`src/hw/rtl/tnft_pkg.sv`:
```
// ----------------------------------------------------------------------------
// tnft_pkg
// Shared types and constants of the TCP NAT flow state tracker.
// ----------------------------------------------------------------------------
package tnft_pkg;

    localparam int FLOW_SLOTS_DEFAULT = 1024;
    localparam int SLOT_IN_W          = 10;
    localparam int SLOT_EXT_W         = 17;
    localparam int QUEUE_DEPTH        = 2;

    localparam logic [3:0] FS_SYN           = 4'd0;
    localparam logic [3:0] FS_SYNACK        = 4'd1;
    localparam logic [3:0] FS_EST           = 4'd2;
    localparam logic [3:0] FS_IN_FIN        = 4'd3;
    localparam logic [3:0] FS_OUT_FIN       = 4'd4;
    localparam logic [3:0] FS_WAIT_IN_FIN2  = 4'd5;
    localparam logic [3:0] FS_IN_FIN2       = 4'd6;
    localparam logic [3:0] FS_WAIT_OUT_FIN2 = 4'd7;
    localparam logic [3:0] FS_OUT_FIN2      = 4'd8;
    localparam logic [3:0] FS_CLOSED        = 4'd9;
    localparam logic [3:0] FS_RESET         = 4'd10;

    localparam logic [1:0] ACT_OPEN    = 2'd0;
    localparam logic [1:0] ACT_INSIDE  = 2'd1;
    localparam logic [1:0] ACT_OUTSIDE = 2'd2;

    typedef enum logic [2:0] {
        OP_OPEN   = 3'd0,
        OP_IN     = 3'd1,
        OP_OUT    = 3'd2,
        OP_BAD    = 3'd3,
        OP_NOSLOT = 3'd4
    } op_t;

    typedef struct packed {
        op_t                  op;
        logic [SLOT_IN_W-1:0] slot;
        logic                 syn;
        logic                 ack;
        logic                 fin;
        logic                 rst;
        logic                 match;
    } cmd_t;

endpackage

```
`src/hw/rtl/tnft_queue.sv`:
```
// ----------------------------------------------------------------------------
// tnft_queue
// Short command queue between the classifier and the flow update engine.
// ----------------------------------------------------------------------------
module tnft_queue
    import tnft_pkg::*;
(
    input  logic clk,
    input  logic rst_n,
    input  logic push,
    input  cmd_t push_cmd,
    input  logic pop,
    output cmd_t head_cmd,
    output logic empty,
    output logic full
);

    localparam int PTR_W = $clog2(QUEUE_DEPTH);

    cmd_t             entry_reg [QUEUE_DEPTH];
    logic [PTR_W-1:0] wr_ptr_reg;
    logic [PTR_W-1:0] wr_ptr_next;
    logic [PTR_W-1:0] rd_ptr_reg;
    logic [PTR_W-1:0] rd_ptr_next;
    logic [PTR_W:0]   count_reg;
    logic [PTR_W:0]   count_next;

    assign empty    = (count_reg == '0);
    assign full     = (count_reg == (PTR_W+1)'(QUEUE_DEPTH));
    assign head_cmd = entry_reg[rd_ptr_reg];

    always_comb
    begin
        wr_ptr_next = wr_ptr_reg;
        rd_ptr_next = rd_ptr_reg;
        count_next  = count_reg;
        if (push)
        begin
            wr_ptr_next = (wr_ptr_reg == PTR_W'(QUEUE_DEPTH - 1)) ? '0 : wr_ptr_reg + 1'b1;
        end
        if (pop)
        begin
            rd_ptr_next = (rd_ptr_reg == PTR_W'(QUEUE_DEPTH - 1)) ? '0 : rd_ptr_reg + 1'b1;
        end
        if (push && !pop)
        begin
            count_next = count_reg + 1'b1;
        end
        else if (pop && !push)
        begin
            count_next = count_reg - 1'b1;
        end
    end

    always_ff @(posedge clk or negedge rst_n)
    begin
        if (!rst_n)
        begin
            wr_ptr_reg <= '0;
            rd_ptr_reg <= '0;
            count_reg  <= '0;
        end
        else
        begin
            wr_ptr_reg <= wr_ptr_next;
            rd_ptr_reg <= rd_ptr_next;
            count_reg  <= count_next;
        end
    end

    always_ff @(posedge clk)
    begin
        if (push)
        begin
            entry_reg[wr_ptr_reg] <= push_cmd;
        end
    end

    a_no_push_full: assert property (@(posedge clk) disable iff (!rst_n)
        full |-> !push)
        else $error("queue push while full");

    a_no_pop_empty: assert property (@(posedge clk) disable iff (!rst_n)
        empty |-> !pop)
        else $error("queue pop while empty");

endmodule

```
`config.mk`:
```
export PLATFORM = sky130hd
export DESIGN_NAME = tnft_queue
export DESIGN_NICKNAME = d
export VERILOG_FILES = /design/src/hw/rtl/tnft_pkg.sv /design/src/hw/rtl/tnft_queue.sv
export SDC_FILE = /design/constraint.sdc
export NUM_CORES = 1
export LEC_CHECK = 0
export ABC_AREA = 1
export BUFFER_PORTS_ARGS = -buffer_cell sky130_fd_sc_hd__buf_4
export CAP_MARGIN = 40
export CORE_MARGIN = 2
export CORE_UTILIZATION = 46
export DETAILED_ROUTE_END_ITERATION = 8
export PLACE_DENSITY = 0.86
export SKIP_CTS_REPAIR_TIMING = 1
export SLEW_MARGIN = 40
export SYNTH_ARGS = -nofsm -noshare
export SYNTH_HDL_FRONTEND = slang
export SYNTH_SLANG_ARGS = --single-unit
```
`constraint.sdc`:
```
create_clock -name clk -period 1.5 [get_ports clk]
set_input_delay 0.225 -clock clk [delete_from_list [all_inputs] [get_ports clk]]
set_output_delay 0.225 -clock clk [all_outputs]
set_load 0.02 [all_outputs]
```
After elaboration in Yosys (flattened, before gate mapping). Memories as Yosys holds them, arrays and structs flattened. Cells that the tools add are included.

Register bits after elaboration: 4. Bits in writable memories: 36. Bits of input ports: 22. Output and inout port bits: 20. Word-level logic and storage cells: 21. Memories kept: 1.

Add/subtract/negate cells: 4. Equality and inequality tests: 1. Multiplexer cells: 6. Reduce and logical (&&, ||, !) cells: 6.

Memory list: entry_reg (words 2, width 18, read ports 1, clocked after Yosys merged registers in 0, wr ports 1, line tnft_queue.sv:20) `cmd_t entry_reg [QUEUE_DEPTH];`.

Operators with widths (count): $mux 1 (4); $mux 2 (2); $add 1x1->1 const B (2); $add 2x1->2 const B (1); $eq 2x2->1 const B (1); $logic_and 1x1->1 (2); $logic_not 1->1 (2); $logic_not 2->1 (1); $reduce_bool 2->1 (1); $sub 2x1->2 const B (1).

Depth between registers and ports, before layout. Gate-level depths: netlist (run 1).

Depth after elaboration: 4. Depth in mapped cells: 7. Gate-level depth less buffers: 7.

Worst setup path before layout (run 1). Ideal clock, no wire load.

Kind: reg2reg. From: register wr_ptr_reg. To: memory entry_reg[0][0] (netlist name), enable pin. Setup time: 393 ps. Arrival time: 1186 ps. Data required time: 1107 ps. Slack: -79 ps. Cell stages (with the launch flop): 2. Path buffers: 0. Period minus slack after synthesis: 1579 ps. Cell sequence: dfrtp_1 -> nor2_1.

RTL lines: from (decl) (line tnft_queue.sv:21) `logic [PTR_W-1:0] wr_ptr_reg;`; from (signal assigned) (line tnft_queue.sv:65) `wr_ptr_reg <= wr_ptr_next;`; to (decl) (line tnft_queue.sv:20).

Straight into the memory's write port.

==> flow_metrics.tcl, run 1 <==
set metrics [dict create \
    status "finished, violations left" \
    violations "setup timing" \
    fin_worst_skew_ns 0.00476 \
    min_to "rd_ptr_reg" \
    totalWireLength_um 2920 \
    pwr_density_cell_nw_per_um2 1910 \
    clock_latency_ns 0.34 \
    rsz0062_at_grt "true" \
    start_kind "flip-flop" \
    dieHeight_um 62.1 \
    syn_inst 81 \
    syn_avg_cell_area_um2 19.2 \
    cts_buffers 5 \
    hold_start "pop" \
    met2_length_um 1640 \
    fin_crit_sh_pct 108 \
    hp-class "in -> reg" \
    via_per_inst 4.77 \
    track_usage_pct 15.1 \
    grt-ovfl-total 0 \
    die_area_um2 3860 \
    worst_pin_slew_ns 0.182 \
    ir_drop_mv 0.931 \
    setup_ws_ns -0.124 \
    clock_sinks 40 \
    grt_pass1_wl_um 4330 \
    cts_tree "yes" \
    synth.distinct_cells 14 \
    yosys_warnings 0 \
    power_leakage_nw 0.930 \
    vias 883 \
    path_class "reg -> out" \
    ys_ff_latch 40 \
    final_common_cell "edfxtp_1" \
    diodes 0 \
    slew_headroom_pct 87.9 \
    p_total_w 0.00414 \
    wl_met1_um 1040 \
    syn-num-nets 104 \
    final_max_slew_viol_count 0 \
    required_ns 1.27 \
    final_cells 185 \
    rrSetupSlack_ns 0.38 \
    postRouteAntennaNets 0 \
    met3RoutedLength_um 174 \
    dp_cells 172 \
    top_layer_used "met4" \
    path_max_fanout 5 \
    drv_cap 0 \
    grt_pass1_vias 893 \
    cp.arrival_ns 1.40 \
    ys_seq_area_share_pct 75.9 \
    drive_gt1_share_pct 56.1 \
    synth_area_um2 1560 \
    tns_ns -2.04 \
    finalNetCount 161 \
    gp_congestion 0.675 \
    clockBufferDepth 2 \
    root_buffer "clkbuf_4" \
    period_minus_slack_ns 1.62 \
    start_util_pct 47.4 \
    die_x_um 62.1 \
    core-area_um2 3280 \
    setup_viol 18 \
    finalHoldViolCount 0 \
    crit_path_end_kind "output pin" \
    place_ws_ns 0.232 \
    reg2reg_depth 4 \
    dr.pass1.iters 4 \
    core.rowCount 21 \
    dp_hpwl_um 2010 \
    grt_max_degree 13 \
    hold_depth 2 \
    r2r_end "rd_ptr_reg" \
    antenna_found_initial 0 \
    final_cell_mix "36 x edfxtp_1, 29 x buf_4, 22 x buf_6" \
    largest_reg_flops 36 \
    fmax_ghz 0.616 \
    drt-initial-drc-count 32 \
    utilization_pct 66.1 \
    worstReg2RegStart "rd_ptr_reg" \
    post-route-drc-count 0 \
    pin_count 42 \
    area_delta_synth_final_pct 39.6 \
    wl_per_cell_um 15.8 \
    h-tree-depth 2 \
    fill_cells 228 \
    clkTransAtPathRegs_ns 0.11 \
    io_buffers 41 \
]
worst max-delay path by stage:
| stage | startpoint | end | slack (ns) | depth (start not counted) |
|---|---|---|---|---|
| 6_report | rd_ptr_reg | head_cmd[9] | -0.12 | 3 |
| 5_1_grt | rd_ptr_reg | head_cmd[12] | -0.17 | 3 |
| 4_1_cts | rd_ptr_reg | head_cmd[4] | -0.16 | 3 |
| 3_5_place_dp | rd_ptr_reg | head_cmd[4] | 0.23 | 3 |
| 3_3_place_gp | rd_ptr_reg | head_cmd[5] | 0.26 | 3 |
| 2_1_floorplan | wr_ptr_reg | entry_reg[0][0] | 0.21 | 1 |
critical path, cell delays in order (launching register included):
cell and delay, ns:
dfrtp_2 0.46, buf_6 0.16, mux2_4 0.31, buf_6 0.13
cells by family (layout without fill, tap and decap cells):
family | after synthesis | in the layout | synth area share (%)
buf+inv | 9 | 67 | 3.70
flops | 40 | 40 | 75.9
simple gates | 10 | 10 | 2.65
fa+ha+maj | 1 | 1 | 0.804
xor+xnor | 3 | 3 | 1.69
mux | 18 | 18 | 15.2
where the power goes:
part / total (W) / leakage (nW) / switching [W] / internal [W]
Sequential: 0.00161 / 0.384 / 0.000120 / 0.00149
Combinational: 0.00185 / 0.504 / 0.000843 / 0.00101
Clock: 0.000673 / 0.0422 / 0.000323 / 0.000349
per-layer routing:
metal	global-route usage [%]	up-vias
met2	27.9	30
li1	-	412
met5	0	-
met4	5.83	0
met1	15.3	432
met3	5.80	9
final cells by class:
| cell class | count | area [µm²] | area share, % |
|---|---|---|---|
| tap | 46 | 57.6 | 2.65 |
| multi-input combinational | 32 | 353 | 16.3 |
| sequential | 40 | 1180 | 54.5 |
| timing repair buffer | 52 | 475 | 21.9 |
| clock inverter | 2 | 35.0 | 1.61 |
| inverter | 7 | 26.3 | 1.21 |
| clock buffer | 6 | 41.3 | 1.90 |
stage by stage:
step / hold WS [ns] / instance area (µm²)
5_1_grt: 0.0357 / 2170
6_report: 0.0583 / 2170
3_3_place_gp: 0.0252 / 1940
3_5_place_dp: 0.0257 / 1940
2_1_floorplan: -0.0706 / 1560
4_1_cts: -0.352 / 2010
Yosys cell counts:
cell type	count	area (µm²)
nand3_1	1	5.00
edfxtp_1	36	1080
buf_6	1	11.3
inv_1	7	26.3
nor2_1	3	11.3
buf_12	1	20.0
xnor2_1	1	8.76
ha_1	1	12.5
dfrtp_1	4	100
mux2_4	9	135
nand2_1	5	18.8
xor2_1	2	17.5
nand4_1	1	6.26
mux2_2	9	101
(Power assumes the default switching activity.)
==> run 2, diff against run 1 <==
--- a/config.mk
+++ b/config.mk
@@ -12,6 +12,7 @@
 export CORE_UTILIZATION = 46
 export DETAILED_ROUTE_END_ITERATION = 8
 export PLACE_DENSITY = 0.86
+export SETUP_SLACK_MARGIN = 0.5
 export SKIP_CTS_REPAIR_TIMING = 1
 export SLEW_MARGIN = 40
 export SYNTH_ARGS = -nofsm -noshare
==> run 2 against run 1 <==
Net effect: the run still ends with setup timing left; highest routed layer unchanged; non-clock buffer count is 3 higher; worst hold slack better by 0.0028 ns; count of clock-buffer cells in the layout stayed put; register-to-register slack hardly changed; utilization is 2.0 points higher; flip-flop and latch count stayed put; sequential share of layout area is 1.6 points lower.
==> flow_metrics.tcl, run 2 (synthesized netlist as in run 1, its figures left out) <==
set metrics [dict create \
    status "finished, violations left" \
    violations "setup timing" \
    via_per_inst 4.76 \
    cts_buffers 5 \
    cp_slowest_cell "dfrtp_2" \
    pwr_density_cell_nw_per_um2 1840 \
    regArea_um2 1180 \
    start_util_pct 47.4 \
    final_cell_mix "36 x edfxtp_1, 29 x buf_6, 23 x buf_4" \
    fin_worst_skew_ns 0.00506 \
    grt_pass1_vias 852 \
    setup_ws_ns -0.141 \
    worstReg2RegStart "wr_ptr_reg" \
    largest_reg_flops 36 \
    totalWireLength_um 2910 \
    ir_drop_mv 1.03 \
    drive_gt1_share_pct 61.0 \
    drt-initial-drc-count 21 \
    dp_hpwl_um 1850 \
    clock_latency_ns 0.34 \
    track_usage_pct 14.6 \
    h-tree-depth 2 \
    core-area_um2 3280 \
    rsz0062_at_grt "true" \
    io_buffers 41 \
    vias 891 \
    pin_count 42 \
    tns_ns -2.28 \
    postRouteAntennaNets 0 \
    dr.pass1.iters 4 \
    wl_per_cell_um 15.6 \
    final_max_slew_viol_count 0 \
    multi_input_area_um2 365 \
    area_delta_synth_final_pct 43.8 \
    worst_pin_slew_ns 0.181 \
    hold_start "push_cmd[6]" \
    finalHoldViolCount 0 \
    clockBufferDepth 2 \
    crit_path_max_incr_delay_ns 0.47 \
    gp_congestion 0.679 \
    post-route-drc-count 0 \
    finalNetCount 164 \
    dieHeight_um 62.1 \
    diodes 0 \
    fin_crit_sh_pct 109 \
    die_x_um 62.1 \
    place_ws_ns 0.236 \
    fmax_ghz 0.610 \
    power_leakage_nw 0.939 \
    hold_depth 1 \
    min_to "entry_reg[1][6]" \
    grt_max_degree 19 \
    required_ns 1.27 \
    die_area_um2 3860 \
    rrSetupSlack_ns 0.39 \
    start_kind "flip-flop" \
    drv_cap 0 \
    crit_start "rd_ptr_reg" \
    crit_chain "buf_6 > mux2_4 > buf_6" \
    antenna_found_initial 0 \
    fill_cells 226 \
    crit_path_end_kind "output pin" \
    clock_sinks 40 \
    fin_worst_hold_slack_ns 0.0611 \
    utilization_pct 68.1 \
    path_max_fanout 5 \
    cts_tree "yes" \
    core.rowCount 21 \
    r2r_end "entry_reg[1][14]" \
    reg2reg_depth 3 \
    grt-ovfl-total 0 \
    final_common_cell "edfxtp_1" \
    grt_pass1_wl_um 4050 \
    setup_viol 18 \
    clkTransAtPathRegs_ns 0.11 \
    root_buffer "clkbuf_4" \
    period_minus_slack_ns 1.64 \
    postPlaceCellArea_um2 1930 \
    cp.arrival_ns 1.42 \
    hp-class "in -> reg" \
    cpMostUsedCell "buf_6" \
    slew_headroom_pct 87.9 \
    path_class "reg -> out" \
    final_cell_area_um2 2240 \
]
-- run 2: how the worst max path moves through the flow --
stage	end	slack, ns	depth (start not counted)
after floorplan	head_cmd[10]	0.31	3
after global placement	head_cmd[9]	0.26	3
after detailed placement	head_cmd[9]	0.24	3
after CTS	head_cmd[9]	-0.16	3
after global routing	head_cmd[9]	-0.18	3
final	head_cmd[9]	-0.14	3
-- run 2: metal layers --
metal	global-route usage (%)	share of wire (%)
met5	0	0
met4	8.33	2.4
met3	6.34	5.4
met2	25.1	53
met1	14.6	40
-- run 2: critical path, delay by kind of cell (launching register included) --
family	cells	cell delay, ns
multiplexers	1	0.31
buffers and inverters	2	0.29
flip-flops	1	0.47
-- run 2: layout make-up --
class,instances,share of cell area (%)
clock buffer,6,1.85
inverter,7,1.34
multi-input combinational,32,16.3
tap,46,2.57
timing repair buffer,55,24.8
sequential,40,52.9
clock inverter,1,0.224
-- run 2: through the flow --
stage	instances	power, W
floorplan	81	0.00259
global placement	170	0.00302
detailed placement	170	0.00308
CTS	177	0.00355
global route	187	0.00427
finish	187	0.00411
-- run 2: report_power, final --
| group | internal, W | switching (W) |
|---|---|---|
| sequential | 0.00150 | 0.000138 |
| clock | 0.000173 | 0.000316 |
| combinational | 0.00112 | 0.000868 |
| total | 0.00279 | 0.00132 |
